$ cat config.mk
export PLATFORM = sky130hd
export DESIGN_NAME = fce_ctrl
export DESIGN_NICKNAME = d
export VERILOG_FILES = /design/src/rtl/core/fce_pkg.sv /design/src/rtl/core/fce_ctrl.sv
export VERILOG_INCLUDE_DIRS = /design/src /design/src/rtl/core
export SDC_FILE = /design/constraint.sdc
export NUM_CORES = 1
export LEC_CHECK = 0
export BUFFER_PORTS_ARGS = -buffer_cell sky130_fd_sc_hd__buf_2
export CORE_MARGIN = 2
export CORE_UTILIZATION = 43
export DETAILED_ROUTE_END_ITERATION = 8
export PLACE_DENSITY = 0.81
export SLEW_MARGIN = 40
export SYNTH_ARGS = -nofsm -noshare
export SYNTH_HDL_FRONTEND = slang
export SYNTH_SLANG_ARGS = --single-unit
$ cat constraint.sdc
create_clock -name clk_i -period 1.6 [get_ports clk_i]
set_clock_uncertainty 0.2 [all_clocks]
set_input_delay 0.08 -clock clk_i [delete_from_list [all_inputs] [get_ports clk_i]]
set_output_delay 0.08 -clock clk_i [all_outputs]
set_load 0.01 [all_outputs]
$ cat src/rtl/core/fat_chain_file_engine_macros.svh
// Assertion helpers shared by the engine modules.
// Each expects clk_i and rst_ni in the scope where it is used.
`ifndef FAT_CHAIN_FILE_ENGINE_MACROS_SVH
`define FAT_CHAIN_FILE_ENGINE_MACROS_SVH

// Same-cycle implication, checked outside reset
`define FCE_ASSERT_IMP(name, ante, cons, msg) \
  name: assert property (@(posedge clk_i) disable iff (!rst_ni) (ante) |-> (cons)) \
    else $error(msg);

// Next-cycle implication, checked outside reset
`define FCE_ASSERT_NXT(name, ante, cons, msg) \
  name: assert property (@(posedge clk_i) disable iff (!rst_ni) (ante) |=> (cons)) \
    else $error(msg);

`endif

$ cat src/rtl/core/fce_pkg.sv
package fce_pkg;

  // Default geometry
  localparam int unsigned DefNumBlocks  = 256;
  localparam int unsigned DefBlockBytes = 64;
  localparam int unsigned DefNumFiles   = 16;

  // Fixed field widths
  localparam int unsigned SizeW = 15;
  localparam int unsigned PosW  = 16;

  // Request codes
  localparam logic [2:0] REQ_CLEAR = 3'd0;
  localparam logic [2:0] REQ_OPEN  = 3'd1;
  localparam logic [2:0] REQ_WRITE = 3'd2;
  localparam logic [2:0] REQ_READ  = 3'd3;
  localparam logic [2:0] REQ_SEEK  = 3'd4;

  // Seek origins
  localparam logic [1:0] ORG_START = 2'd0;
  localparam logic [1:0] ORG_CUR   = 2'd1;
  localparam logic [1:0] ORG_END   = 2'd2;
  localparam logic [1:0] ORG_BAD   = 2'd3;

  // Result status codes
  localparam logic [2:0] ST_OK      = 3'd0;
  localparam logic [2:0] ST_NO_FREE = 3'd1;
  localparam logic [2:0] ST_BAD_ORG = 3'd2;
  localparam logic [2:0] ST_BAD_POS = 3'd3;
  localparam logic [2:0] ST_EOF     = 3'd4;

  // Controller to datapath commands
  typedef struct packed {
    logic       latch;       // capture the accepted item
    logic       clear_file;  // reset one file entry
    logic       open_set;    // load handle from the file entry
    logic       alloc;       // take the lowest free block
    logic       tail_rd;     // address link table at the tail
    logic       tail_next;   // tail moves along its link
    logic       tail_link;   // link tail to the new block
    logic       byte_wr;     // store write byte
    logic       byte_cap;    // capture byte read
    logic       step;        // advance position by one byte
    logic       next_set;    // current block follows its link
    logic       seek_init;   // load seek target
    logic       seek_sub;    // one block off the remaining target
    logic       seek_fin;    // remainder becomes the block offset
    logic       set_status;
    logic [2:0] status;
    logic       finish;      // load output register
  } fce_cmd_t;

  // Datapath to controller status
  typedef struct packed {
    logic [2:0] req;
    logic       idx_ok;
    logic       cur_valid;
    logic       start_valid;
    logic       alloc_full;
    logic       link_end;
    logic       off_last;
    logic       rd_ok;
    logic       origin_bad;
    logic       target_bad;
    logic       rem_ge;
  } fce_stat_t;

endpackage

$ cat src/rtl/core/fce_ctrl.sv
`include "fat_chain_file_engine_macros.svh"

module fce_ctrl import fce_pkg::*; (
  input  logic      clk_i,
  input  logic      rst_ni,
  input  logic      in_valid_i,
  output logic      in_ready_o,
  output logic      out_valid_o,
  input  logic      out_ready_i,
  input  fce_stat_t stat_i,
  output fce_cmd_t  cmd_o
);

  typedef enum logic [3:0] {
    S_IDLE, S_DISPATCH, S_OPEN, S_ALLOC, S_TAIL_RD, S_TAIL_CHK, S_WRITE,
    S_READ, S_READ_CAP, S_NEXT, S_SEEK, S_SEEK_SET, S_FINISH
  } state_e;

  state_e state_q, state_d;
  logic   out_valid_q, out_valid_d;

  assign in_ready_o  = (state_q == S_IDLE);
  assign out_valid_o = out_valid_q;

  // Decode commands and next state
  always_comb begin
    cmd_o       = '0;
    state_d     = state_q;
    out_valid_d = out_valid_q && !out_ready_i;
    unique case (state_q)
      S_IDLE: begin
        if (in_valid_i) begin
          cmd_o.latch = 1'b1;
          state_d     = S_DISPATCH;
        end
      end
      S_DISPATCH: begin
        state_d = S_FINISH;
        unique case (stat_i.req) inside
          REQ_CLEAR, REQ_OPEN: begin
            if (!stat_i.idx_ok) begin
              cmd_o.set_status = 1'b1;
              cmd_o.status     = ST_BAD_POS;
            end else if (stat_i.req == REQ_CLEAR) begin
              cmd_o.clear_file = 1'b1;
            end else begin
              state_d = S_OPEN;
            end
          end
          REQ_WRITE: begin
            if (stat_i.cur_valid) begin
              state_d = S_WRITE;
            end else if (stat_i.alloc_full) begin
              cmd_o.set_status = 1'b1;
              cmd_o.status     = ST_NO_FREE;
            end else begin
              state_d = S_ALLOC;
            end
          end
          REQ_READ: begin
            if (stat_i.rd_ok) begin
              state_d = S_READ;
            end else begin
              cmd_o.set_status = 1'b1;
              cmd_o.status     = ST_EOF;
            end
          end
          REQ_SEEK: begin
            if (stat_i.origin_bad) begin
              cmd_o.set_status = 1'b1;
              cmd_o.status     = ST_BAD_ORG;
            end else if (stat_i.target_bad) begin
              cmd_o.set_status = 1'b1;
              cmd_o.status     = ST_BAD_POS;
            end else begin
              cmd_o.seek_init = 1'b1;
              state_d         = S_SEEK;
            end
          end
          default: state_d = S_FINISH;
        endcase
      end
      S_OPEN: begin
        cmd_o.open_set = 1'b1;
        state_d        = S_FINISH;
      end
      S_ALLOC: begin
        cmd_o.alloc = 1'b1;
        state_d     = stat_i.start_valid ? S_TAIL_RD : S_WRITE;
      end
      S_TAIL_RD: begin
        cmd_o.tail_rd = 1'b1;
        state_d       = S_TAIL_CHK;
      end
      S_TAIL_CHK: begin
        if (stat_i.link_end) begin
          cmd_o.tail_link = 1'b1;
          state_d         = S_WRITE;
        end else begin
          cmd_o.tail_next = 1'b1;
          state_d         = S_TAIL_RD;
        end
      end
      S_WRITE: begin
        cmd_o.byte_wr = 1'b1;
        cmd_o.step    = 1'b1;
        state_d       = stat_i.off_last ? S_NEXT : S_FINISH;
      end
      S_READ: begin
        state_d = S_READ_CAP;
      end
      S_READ_CAP: begin
        cmd_o.byte_cap = 1'b1;
        cmd_o.step     = 1'b1;
        state_d        = stat_i.off_last ? S_NEXT : S_FINISH;
      end
      S_NEXT: begin
        cmd_o.next_set = 1'b1;
        state_d        = S_FINISH;
      end
      S_SEEK: begin
        if (stat_i.rem_ge) begin
          cmd_o.seek_sub = 1'b1;
          state_d        = stat_i.cur_valid ? S_SEEK_SET : S_SEEK;
        end else begin
          cmd_o.seek_fin = 1'b1;
          state_d        = S_FINISH;
        end
      end
      S_SEEK_SET: begin
        cmd_o.next_set = 1'b1;
        state_d        = S_SEEK;
      end
      S_FINISH: begin
        if (!out_valid_q || out_ready_i) begin
          cmd_o.finish = 1'b1;
          out_valid_d  = 1'b1;
          state_d      = S_IDLE;
        end
      end
      default: state_d = S_IDLE;
    endcase
  end

  // Hold state and output valid
  always_ff @(posedge clk_i or negedge rst_ni) begin
    if (!rst_ni) begin
      state_q     <= S_IDLE;
      out_valid_q <= 1'b0;
    end else begin
      state_q     <= state_d;
      out_valid_q <= out_valid_d;
    end
  end

  `FCE_ASSERT_NXT(a_accept_leaves_idle, in_valid_i && in_ready_o, state_q == S_DISPATCH, "accepted item not dispatched")
  `FCE_ASSERT_IMP(a_finish_slot_free, cmd_o.finish, !out_valid_q || out_ready_i, "result overwrites a pending result")
  `FCE_ASSERT_NXT(a_finish_sets_valid, cmd_o.finish, out_valid_q, "finished result not presented")

endmodule

Word level (Yosys, flattened, before mapping) --
Index checks and enable logic that the tools add are counted.
Word-level totals: register bits after elaboration 5, input bits 17, output and inout bits 21, word-level logic and storage cells 82
Operators by class: equality and inequality tests 18, multiplexer cells 51, reduce and logical (&&, ||, !) cells 11
Operators with widths (number):
- 2-to-1 mux 4 bit | 15
- one-hot mux 4 bit (11 select lines) | 1
- one-hot mux 4 bit (4 select lines) | 2
- 2-to-1 mux 1 bit | 26
- == test 4 bit, second input constant | 5
- == test 4 x 3 -> 1 bit, second input constant | 4
- 2-to-1 mux 3 bit | 3
- == test 4 x 2 -> 1 bit, second input constant | 2
- 2-to-1 mux 2 bit | 4
- OR reduction 2 bit | 4
- == test 3 x 2 -> 1 bit, second input constant | 2
- == test 4 x 1 -> 1 bit, second input constant | 1
- logical NOT 4 bit | 1
- != test 2 bit, second input constant | 2
- == test 3 x 1 -> 1 bit, second input constant | 1
- == test 3 bit, second input constant | 1
- logical NOT 3 bit | 1
- logical NOT 1 bit | 2
- AND reduction 2 bit | 1
- logical AND 1 bit | 1
- logical OR 1 bit | 1

Logic depth before layout (Yosys ltp) --
Gate-level depths: netlist (run 1).
word-level depth 5, mapped depth 5

Least setup slack after synthesis (run 1) --
No wires, ideal clock.
path type flip-flop to output port, start register state_q[2], end output port cmd_o[3] (netlist name), data arrival time 1.329 ns, required time 1.320 ns, setup slack -0.009 ns, cell stages (with the launch flop) 4, path buffers 1, cell sequence dfrtp_1 -> buf_2 -> nor3_2 -> nor4bb_1
RTL lines:
- start: declaration | line fce_ctrl.sv:19 | state_e state_q, state_d;
- start signal: assignment | line fce_ctrl.sv:151 | state_q <= state_d;
- end: declaration | line fce_ctrl.sv:11 | output fce_cmd_t cmd_o

==> out/qor.yml, run 1 <==
clock_path_buffers: 2
finalSetupViolCount: 6
die-width_um: 43.71
hold_viol_final: 1
p_leak_uw: 0.0005853
final_cells: 177
slew_headroom: 0.8112
n_fill_cell: 103
clkPwrFrac: 0.084
synth_warnings: 0
ys_seq_area_frac: 0.1845
dr.pass1.iters: 4
post_drt_wl_per_cell_um: 13.77
rows: 14
coreArea_sq_mm: 0.001489
grt_max_degree: 15
clk_pin_slew_worst_paths_ps: 40
synthArstFlopShare: 1.000
setup_ws_ps: -117.2
switching_share: 0.4608
cts_inserted_buffers: 3
hold_class: "input pin to register"
yosys.cell_types.count: 36
synth_edf_count: 0
fin_crit_sh: 1.073
yosys-top-cells-count: "12 x nand2_1, 11 x nor2_1, 8 x nand2b_1, 8 x nor3_1, 7 x a21oi_1"
grt-ovfl-total: 0
ir_worst_vdd_uv: 639.4
synth_area_sq_um: 678.2
n_antenna_cell: 0
power_density_mw_per_mm2: 1416
htree_levels: 1
clock_latency_ps: 230
violations: "negative hold slack, negative setup slack"
seqPwrFrac: 0.166
critPathKind: "register to output port"
grt_usage: 0.2567
vias: 970
cp-end-kind: "output port"
drc_errors: 0
p_int_uw: 893.1
min_delay_path_depth: 3
synth_ff_type: "dfrtp_1"
grt_pass1_wl_mm: 3.712
ant_nets: 0
port_buffers: 37
p_comb_frac: 0.749
place_congestion: 0.8330
crit_fanout: 5
fin_nets: 179
arrival_ps: 1440
dp_cells: 161
reg2regPathDepth: 6
routed_wl_mm: 2.437
initial_core_util: 0.4555
synth_top_cell_area_share: 0.1845
syn_to_final_growth_pct: 72.51
syn_area_per_cell_sq_um: 6.521
layout-drive-gt1-share: 0.4969
cpMaxStageDelayCell: "dfrtp_2"
rsz0062_at_grt: "true"
required_ps: 1320
fmax_mhz: 582.4
grt_pass1_vias: 873
layout_min_cycle_time_ps: 1717
path_cells: "nor3_4 -> nor4bb_4 -> buf_2"
antenna_found_initial: 0
syn_nets: 121
synth_top_area_cell: "dfrtp_1"
place_ws_ps: 17.57
synth_seq_cells: 5
cts_tree: "yes"
synth_most_common_cell: "nand2_1"
net-switching-power_uw: 763.1
hold_ws_ps: -6.040
synth_area_leaders: "dfrtp_1 18%, nand2b_1 7.4%, nand2_1 6.6%, nor2_1 6.1%, nor3_1 5.9%"
die-area_sq_mm: 0.001911
io_pins: 38
status: "finished with violations"
first_iter_violations: 27
hpwlAfterDp_mm: 1.621
cts.sink_count: 5
drv_slew: 0
routed_via_density: 5.480
worst_pin_slew_ps: 282.2
die_y_um: 43.71
critPathMaxStageDelay_ps: 450
postSynthCellCount: 104
root_buffer: "clkbuf_4"
cap_violations: 0
start_kind: "register"
## per-stage QoR
| stage | setup TNS [ps] | instance area [sq um] | hold slack [ps] | util | power [uW] |
|---|---|---|---|---|---|
| after floorplan | 0 | 684.4 | -415.6 | - | 792.0 |
| after global placement | 0 | 939.7 | -306.4 | 0.6311 | 1104 |
| after detailed placement | 0 | 939.7 | -305.6 | 0.6311 | 1132 |
| after CTS | -525.9 | 1076 | 1.172 | 0.7227 | 1436 |
| after global routing | -1264 | 1170 | 49.49 | 0.7857 | 1792 |
| final | -421.4 | 1170 | -6.040 | 0.7857 | 1656 |
## final cells by class
| type | count | area, sq um | area share |
|---|---|---|---|
| multi-input cells | 87 | 596.8 | 0.5102 |
| repair buffers | 59 | 375.4 | 0.3209 |
| flip-flops and latches | 5 | 128.9 | 0.1102 |
| clock buffers | 4 | 26.28 | 0.02246 |
| inverters | 6 | 22.52 | 0.01925 |
| well taps | 16 | 20.02 | 0.01711 |
## worst paths after layout
check                            startpoint          end  slack [ps]
worst min register to register  out_valid_o  out_valid_o         360
worst min-delay path             in_valid_i   state_q[0]          -6
max in group asynchronous            rst_ni   state_q[0]         410
worst max-delay path             state_q[2]     cmd_o[3]        -120
worst max register to register   state_q[3]   state_q[1]          80
min in group asynchronous            rst_ni  out_valid_o         580
## power groups by stage
| stage | sequential [uW] | combinational (uW) | clock, uW |
|---|---|---|---|
| after floorplan | 232 | 560 | 0 |
| after global placement | 241 | 863 | 0 |
| after detailed placement | 244 | 888 | 0 |
| after CTS | 259 | 1030 | 145 |
| after global routing | 284 | 1360 | 152 |
| final | 275 | 1240 | 140 |
## routing by layer
layer  vias to the layer above  GRT usage  routed length [um]
met1                       439     0.3039                 972
met5                         -          0                   0
met3                         2    0.01667                 148
li1                        485          -                   -
met2                        44     0.4853                1292
met4                         0    0.07879                  25
## state kept, by name (all words and copies together), names as in the netlist
name / count
state_q: 4
out_valid_o: 1
## kinds of logic after synthesis
group,synth area share
flops,0.1845
buf+inv,0.07010
simple gates,0.4520
mux,0.01476
compound gates,0.2786
## worst max-delay path, delay by kind of cell, from the launching register on
family | cells | cell delay (ps)
and+or+nand+nor | 2 | 580
DFF | 1 | 450
buffers and inverters | 1 | 170
## what timing repair did
| action | 4_1_cts | 5_1_grt |
|---|---|---|
| hold buffers | 4 | 0 |
| resized for setup | 11 | 16 |
| endpoints found under the setup margin | 11 | 17 |
| pin swaps | 7 | 8 |
| setup buffers | 4 | 5 |
| endpoints found under the hold margin | 7 | 0 |
## layout by cell type, fill, tap and decap left out, types with 2 or more instances in the layout
cell type,count
nor2_1,8
o21ai_0,3
nand2_2,2
o31ai_1,2
nand2b_4,2
nand2b_2,2
dfrtp_1,2
nor3_1,6
o21ai_1,3
o211ai_1,2
buf_2,37
nor3_2,2
a21oi_1,6
nand3b_1,2
inv_1,5
nor2b_1,3
nand2_1,10
or3b_1,2
dfrtp_2,3
nor2_4,2
buf_4,14
buf_6,4
dlygate4sd3_1,4
clkbuf_4,3
and2_1,2
a31oi_1,2
nand2b_1,5
No activity file was read; power rests on OpenSTA's default activity.
==> run 2, diff against run 1 <==
--- a/config.mk
+++ b/config.mk
@@ -6,9 +6,11 @@
 export SDC_FILE = /design/constraint.sdc
 export NUM_CORES = 1
 export LEC_CHECK = 0
+export ABC_AREA = 1
 export BUFFER_PORTS_ARGS = -buffer_cell sky130_fd_sc_hd__buf_2
 export CORE_MARGIN = 2
-export CORE_UTILIZATION = 43
+export CORE_UTILIZATION = 44
+export CTS_BUF_LIST = sky130_fd_sc_hd__clkbuf_4 sky130_fd_sc_hd__clkbuf_8 sky130_fd_sc_hd__clkbuf_16
 export DETAILED_ROUTE_END_ITERATION = 8
 export PLACE_DENSITY = 0.81
 export SLEW_MARGIN = 40
==> run 2 against run 1 <==
Compared with the run above:
- the flow finishes with violations (negative setup slack)
- global-route usage is 2.4 points lower
- combinational power hardly changed
- register-to-register slack worse by 40 ps
- area after synthesis is 8.5% higher
- via count is 4.1% higher
- sequential cell count stayed put
- sequential share of layout area is 0.18 points higher
- total power is 2.3% higher
- clock power is 13% higher
- cell area is 2.6% lower
- fmax hardly changed
- critical path type unchanged
==> out/qor.yml, run 2 <==
die_y_um: 44.89  # was 43.71 um
status: "finished with violations"  # unchanged
drc_errors: 0  # unchanged
postSynthCellCount: 131  # was 104
ant_nets: 0  # unchanged
htree_levels: 1  # unchanged
required_ps: 1320  # about the same
syn_to_final_growth_pct: 54.93  # was 72.51%
dr.pass1.iters: 4  # unchanged
clock_latency_ps: 240  # was 230 ps
ys_seq_area_frac: 0.1701  # was 0.1845
hold_viol_final: 0  # was 1
place_congestion: 0.8286  # was 0.8330
synth_top_area_cell: "dfrtp_1"  # unchanged
violations: "negative setup slack"  # was negative hold slack, negative setup slack
initial_core_util: 0.4773  # was 0.4555
synth_most_common_cell: "nand2_1"  # unchanged
critPathMaxStageDelay_ps: 440  # was 450 ps
slew_headroom: 0.8494  # was 0.8112
cts_inserted_buffers: 3  # unchanged
hold_class: "input pin to register"  # unchanged
power.total_uw: 1695  # was 1656 uW
layout_min_cycle_time_ps: 1717  # about the same
synth_seq_cells: 5  # unchanged
yosys.cell_types.count: 23  # was 36
coreArea_sq_mm: 0.001541  # was 0.001489 sq mm
n_antenna_cell: 0  # unchanged
routed_via_density: 5.050  # was 5.480
root_buffer: "clkbuf_4"  # unchanged
setup_ws_ps: -117.1  # was -117.2 ps
ir_worst_vdd_uv: 628.1  # was 639.4 uV
synthArstFlopShare: 1.000  # unchanged
grt_usage: 0.2323  # was 0.2567
largest_register_ffs: 4  # unchanged
synth_area_sq_um: 735.7  # was 678.2 sq um
clk_pin_slew_worst_paths_ps: 40  # about the same
hpwlAfterDp_mm: 1.613  # was 1.621 mm
power_density_mw_per_mm2: 1487  # was 1416 mW/mm^2
synth_ff_type: "dfrtp_1"  # unchanged
yosys-top-cells-count: "32 x nand2_1, 21 x inv_1, 19 x nor2_1, 17 x nand3_1"  # was 12 x nand2_1, 11 x nor2_1, 8 x nand2b_1, 8 x nor3_1, 7 x a21oi_1
rows: 14  # unchanged
die-width_um: 44.89  # was 43.71 um
syn_area_per_cell_sq_um: 5.616  # was 6.521 sq um
place_ws_ps: 79.92  # was 17.57 ps
most-common-layout-cells: "34 x buf_2, 29 x nand2_1, 20 x inv_1"  # was 37 x buf_2, 14 x buf_4, 10 x nand2_1
cpMaxStageDelayCell: "dfrtp_2"  # unchanged
p_leak_uw: 0.0006995  # was 0.0005853 uW
layout_commonest_cell: "buf_2"  # unchanged
synth_top_cell_area_share: 0.1701  # was 0.1845
worst_pin_slew_ps: 224.2  # was 282.2 ps
cap_violations: 0  # unchanged
finalSetupTns_ps: -629.9  # was -421.4 ps
start_kind: "register"  # unchanged
fin_crit_sh: 1.073  # about the same
fmax_mhz: 582.4  # about the same
finalSetupViolCount: 13  # was 6
die-area_sq_mm: 0.002015  # was 0.001911 sq mm
io_pins: 38  # unchanged
grt_pass1_wl_mm: 3.519  # was 3.712 mm
antenna_found_initial: 0  # unchanged
n_fill_cell: 132  # was 103
arrival_ps: 1440  # about the same
grt-ovfl-total: 0  # unchanged
synth_edf_count: 0  # unchanged
top_register: "state_q"  # unchanged
layout-drive-gt1-share: 0.4185  # was 0.4969
first_iter_violations: 7  # was 27
synth_warnings: 0  # unchanged
routed_wl_mm: 2.374  # was 2.437 mm
cp-end-kind: "output port"  # unchanged
syn_nets: 148  # was 121
post_drt_wl_per_cell_um: 11.87  # was 13.77 um
cts_tree: "yes"  # unchanged
cts.sink_count: 5  # unchanged
drv_slew: 0  # unchanged
port_buffers: 37  # unchanged
grt_max_degree: 9  # was 15
crit_fanout: 6  # was 5
fin_nets: 202  # was 179
rsz0062_at_grt: "true"  # unchanged
path_cells: "inv_1 -> nor3_4 -> nand2_1 -> a31oi_1 -> buf_2"  # was nor3_4 -> nor4bb_4 -> buf_2
synth_area_leaders: "dfrtp_1 17%, nand2_1 16%, nand3_1 12%, inv_1 11%, nor2_1 9.7%"  # was dfrtp_1 18%, nand2b_1 7.4%, nand2_1 6.6%, nor2_1 6.1%, nor3_1 5.9%
grt_pass1_vias: 929  # was 873
critPathKind: "register to output port"  # unchanged
clock_path_buffers: 2  # unchanged
vias: 1010  # was 970
-- run 2: cell count changes in the layout (fill, tap and decap cells not counted), moves of 5 or more --
cell      delta
nand2_1     +19
inv_1       +15
nand3_1     +14
nor2_1      +11
buf_4        -5
nand2b_1     -5
-- run 2: cell type report --
type / count / area, sq um / area share
Multi-Input combinational cell: 97 / 528.0 / 0.4632
Timing Repair Buffer: 51 / 322.8 / 0.2832
Sequential cell: 5 / 127.6 / 0.1120
Inverter: 27 / 111.4 / 0.09770
Clock buffer: 4 / 30.03 / 0.02634
Tap cell: 16 / 20.02 / 0.01756
-- run 2: final timing paths --
kind / slack (ps) / cells past startpoint / startpoint / to
max: -120 / 5 / state_q[0] / cmd_o[4]
min: 9 / 5 / in_valid_i / state_q[0]
max reg2reg: 40 / 10 / state_q[3] / state_q[2]
min reg2reg: 370 / 2 / out_valid_o / out_valid_o
max in group asynchronous: 390 / 3 / rst_ni / state_q[1]
min in group asynchronous: 600 / 3 / rst_ni / state_q[3]
-- run 2: where the power goes --
part           total (uW)  internal, uW  switching (uW)
registers             289           194            95.4
logic                1250           523             725
clock network         158           111            47.2
total                1690           827             867
-- run 2: what timing repair did --
item | in CTS | in global routing
buffers inserted | 4 | 4
gates resized for setup | 4 | 15
endpoints found under the setup margin | 7 | 17
hold endpoints to repair | 7 | 0
hold buffers | 4 | 0
pin swaps | 0 | 5
-- run 2: metal layers --
metal	vias up	wire, um	share of wire	global-route usage
met4	0	80	0.034	0.09412
met2	36	1342	0.57	0.4841
met1	452	862	0.36	0.2369
met5	-	0	0	0
li1	514	-	-	-
met3	8	88	0.037	0.004000
-- run 2: worst max-delay path: cells and delay by family, from the launching register on --
family                 cells  cell delay [ps]
AOI/OAI and AO/OA          1              150
and+or+nand+nor            2              330
buffers and inverters      2              280
DFF                        1              440
-- run 2: kinds of logic after synthesis --
kind of cell | synth area share
simple gates | 0.5936
flops | 0.1701
compound gates | 0.07313
buf+inv | 0.1633
-- run 2: stage by stage --
| step | std cells | cell area (sq um) | utilization | hold slack [ps] |
|---|---|---|---|---|
| after floorplan | 131 | 735.7 | - | -415.6 |
| after global placement | 186 | 954.7 | 0.6193 | -304.8 |
| after detailed placement | 186 | 954.7 | 0.6193 | -305.3 |
| after CTS | 198 | 1067 | 0.6924 | 3.841 |
| after global routing | 200 | 1140 | 0.7394 | 36.43 |
| final | 200 | 1140 | 0.7394 | 8.720 |
==> run 3, diff against run 2 <==
--- a/config.mk
+++ b/config.mk
@@ -13,6 +13,7 @@
 export CTS_BUF_LIST = sky130_fd_sc_hd__clkbuf_4 sky130_fd_sc_hd__clkbuf_8 sky130_fd_sc_hd__clkbuf_16
 export DETAILED_ROUTE_END_ITERATION = 8
 export PLACE_DENSITY = 0.81
+export SKIP_CTS_REPAIR_TIMING = 1
 export SLEW_MARGIN = 40
 export SYNTH_ARGS = -nofsm -noshare
 export SYNTH_HDL_FRONTEND = slang
==> run 3 against run 2 <==
Compared with the run above:
- the flow finishes with violations (negative hold slack, negative setup slack)
- first-iteration DRC count increased by 140%
- register-to-register slack got worse by 60 ps
- critical path type unchanged
- die area unchanged
- count of clock-buffer cells in the layout unchanged
- via count decreased by 2.3%
- non-clock buffer count decreased by 4
- combinational power decreased by 12%
- critical endpoint unchanged
- critical path depth unchanged
- sequential cell count unchanged
- worst setup slack improved by 16 ps
- highest routed layer unchanged
- largest cell class unchanged
- fmax increased by 0.95%
==> out/qor.yml, run 3 (synthesized netlist as in run 2, its figures left out) <==
drc_errors: 0  # unchanged
status: "finished with violations"  # unchanged
slew_headroom: 0.8500  # was 0.8494
cp-endpoint: "cmd_o[4]"  # unchanged
cts_inserted_buffers: 3  # unchanged
die-width_um: 44.89  # unchanged
grt_max_degree: 9  # unchanged
most-common-layout-cells: "37 x buf_2, 32 x nand2_1, 21 x inv_1"  # was 34 x buf_2, 29 x nand2_1, 20 x inv_1
setup_ws_ps: -101.0  # was -117.1 ps
io_pins: 38  # unchanged
cts.sink_count: 5  # unchanged
cp-end-kind: "output port"  # unchanged
routed_via_density: 5.036  # was 5.050
root_buffer: "clkbuf_4"  # unchanged
rsz0062_at_grt: "true"  # unchanged
power_density_mw_per_mm2: 1446  # was 1487 mW/mm^2
grt_pass1_vias: 840  # was 929
post_drt_wl_per_cell_um: 10.65  # was 11.87 um
ir_worst_vdd_uv: 627.4  # was 628.1 uV
critPathKind: "register to output port"  # unchanged
cp_num_buf_inv: 2  # unchanged
clock_path_buffers: 2  # unchanged
clk_pin_slew_worst_paths_ps: 40  # about the same
utilization: 0.7013  # was 0.7394
worst_pin_slew_ps: 223.3  # was 224.2 ps
p_leak_uw: 0.0006736  # was 0.0006995 uW
reg2regPathDepth: 11  # was 10
vias: 987  # was 1010
required_ps: 1320  # about the same
antenna_found_initial: 0  # unchanged
start_kind: "register"  # unchanged
reg2reg_from: "state_q[2]"  # was state_q[3]
drv_slew: 0  # unchanged
hold_class: "input pin to async pin"  # was input pin to register
r2r_end: "state_q[2]"  # unchanged
cpMaxStageDelayCell: "dfrtp_2"  # unchanged
hold_viol_final: 2  # was 0
path_cells: "inv_1 -> nor3_4 -> nand2_1 -> a31oi_1 -> buf_2"  # unchanged
critPathTopFamily: "flip-flops"  # unchanged
grt_pass1_wl_mm: 3.022  # was 3.519 mm
crit_fanout: 6  # unchanged
critPathMaxStageDelay_ps: 440  # about the same
finalSetupViolCount: 14  # was 13
routed_wl_mm: 2.087  # was 2.374 mm
initial_core_util: 0.4773  # unchanged
die-area_sq_mm: 0.002015  # unchanged
grt_usage: 0.1948  # was 0.2323
syn_to_final_growth_pct: 46.94  # was 54.93%
reg2reg_setup_slack_ps: -20  # was 40 ps
clock_latency_ps: 230  # was 240 ps
coreArea_sq_mm: 0.001541  # unchanged
first_iter_violations: 17  # was 7
layout-drive-gt1-share: 0.4000  # was 0.4185
cap_violations: 0  # unchanged
cts_tree: "yes"  # unchanged
arrival_ps: 1420  # was 1440 ps
dr.pass1.iters: 4  # unchanged
hpwlAfterDp_mm: 1.613  # unchanged
htree_levels: 1  # unchanged
fin_crit_sh: 1.063  # was 1.073
violations: "negative hold slack, negative setup slack"  # was negative setup slack
grt-ovfl-total: 0  # unchanged
port_buffers: 37  # unchanged
hold_ws_ps: -0.3461  # was 8.720 ps
largest_register_ffs: 4  # unchanged
n_antenna_cell: 0  # unchanged
ant_nets: 0  # unchanged
cp.depth: 5  # unchanged
fin_nets: 198  # was 202
die_y_um: 44.89  # unchanged
layout_commonest_cell: "buf_2"  # unchanged
fmax_mhz: 587.9  # was 582.4 MHz
rows: 14  # unchanged
power.total_uw: 1563  # was 1695 uW
finalSetupTns_ps: -623.6  # was -629.9 ps
layout_min_cycle_time_ps: 1701  # was 1717 ps
critPathLaunch: "state_q[0]"  # unchanged
place_congestion: 0.8286  # unchanged
top_register: "state_q"  # unchanged
-- run 3: cell types whose count changed in the layout (fill, tap and decap cells not counted), moves of 2 or more --
cell	delta
buf_4	-4
buf_2	+3
nand2_1	+3
buf_6	-2
nand2_2	-2
-- run 3: how the worst min path moves through the flow --
| stage | from | to | slack [ps] |
|---|---|---|---|
| 6_report | rst_ni | out_valid_o | -0.3 |
| 3_5_place_dp | rst_ni | out_valid_o | -310 |
| 5_1_grt | rst_ni | state_q[3] | 30 |
| 4_1_cts | rst_ni | out_valid_o | -560 |
| 3_3_place_gp | rst_ni | out_valid_o | -300 |
| 2_1_floorplan | rst_ni | out_valid_o | -420 |
-- run 3: layout make-up --
class,instances,area (sq um)
clock buffer,4,30.03
fill,147,460.4
inverter,27,108.9
multi-input combinational,97,518.0
sequential,5,128.9
tap,16,20.02
timing repair buffer,47,275.3
-- run 3: metal layers --
layer / wire length, um / global-route usage
met3: 109 / 0.004000
met5: 0 / 0
met2: 1112 / 0.3971
met4: 38 / 0.08235
met1: 826 / 0.2045
-- run 3: where the power goes --
group	switching, uW	leakage, uW	internal [uW]	total (uW)
clock network	45.8	0.0000184	111	157
registers	107	0.0000595	196	303
logic	651	0.000596	453	1100
-- run 3: per-stage QoR --
stage,std cells,area (sq um),setup slack (ps)
after floorplan,131,735.7,137.7
after global placement,186,954.7,88.83
after detailed placement,186,954.7,79.92
after CTS,190,984.7,-109.6
after global routing,196,1081,-186.5
final,196,1081,-101.0
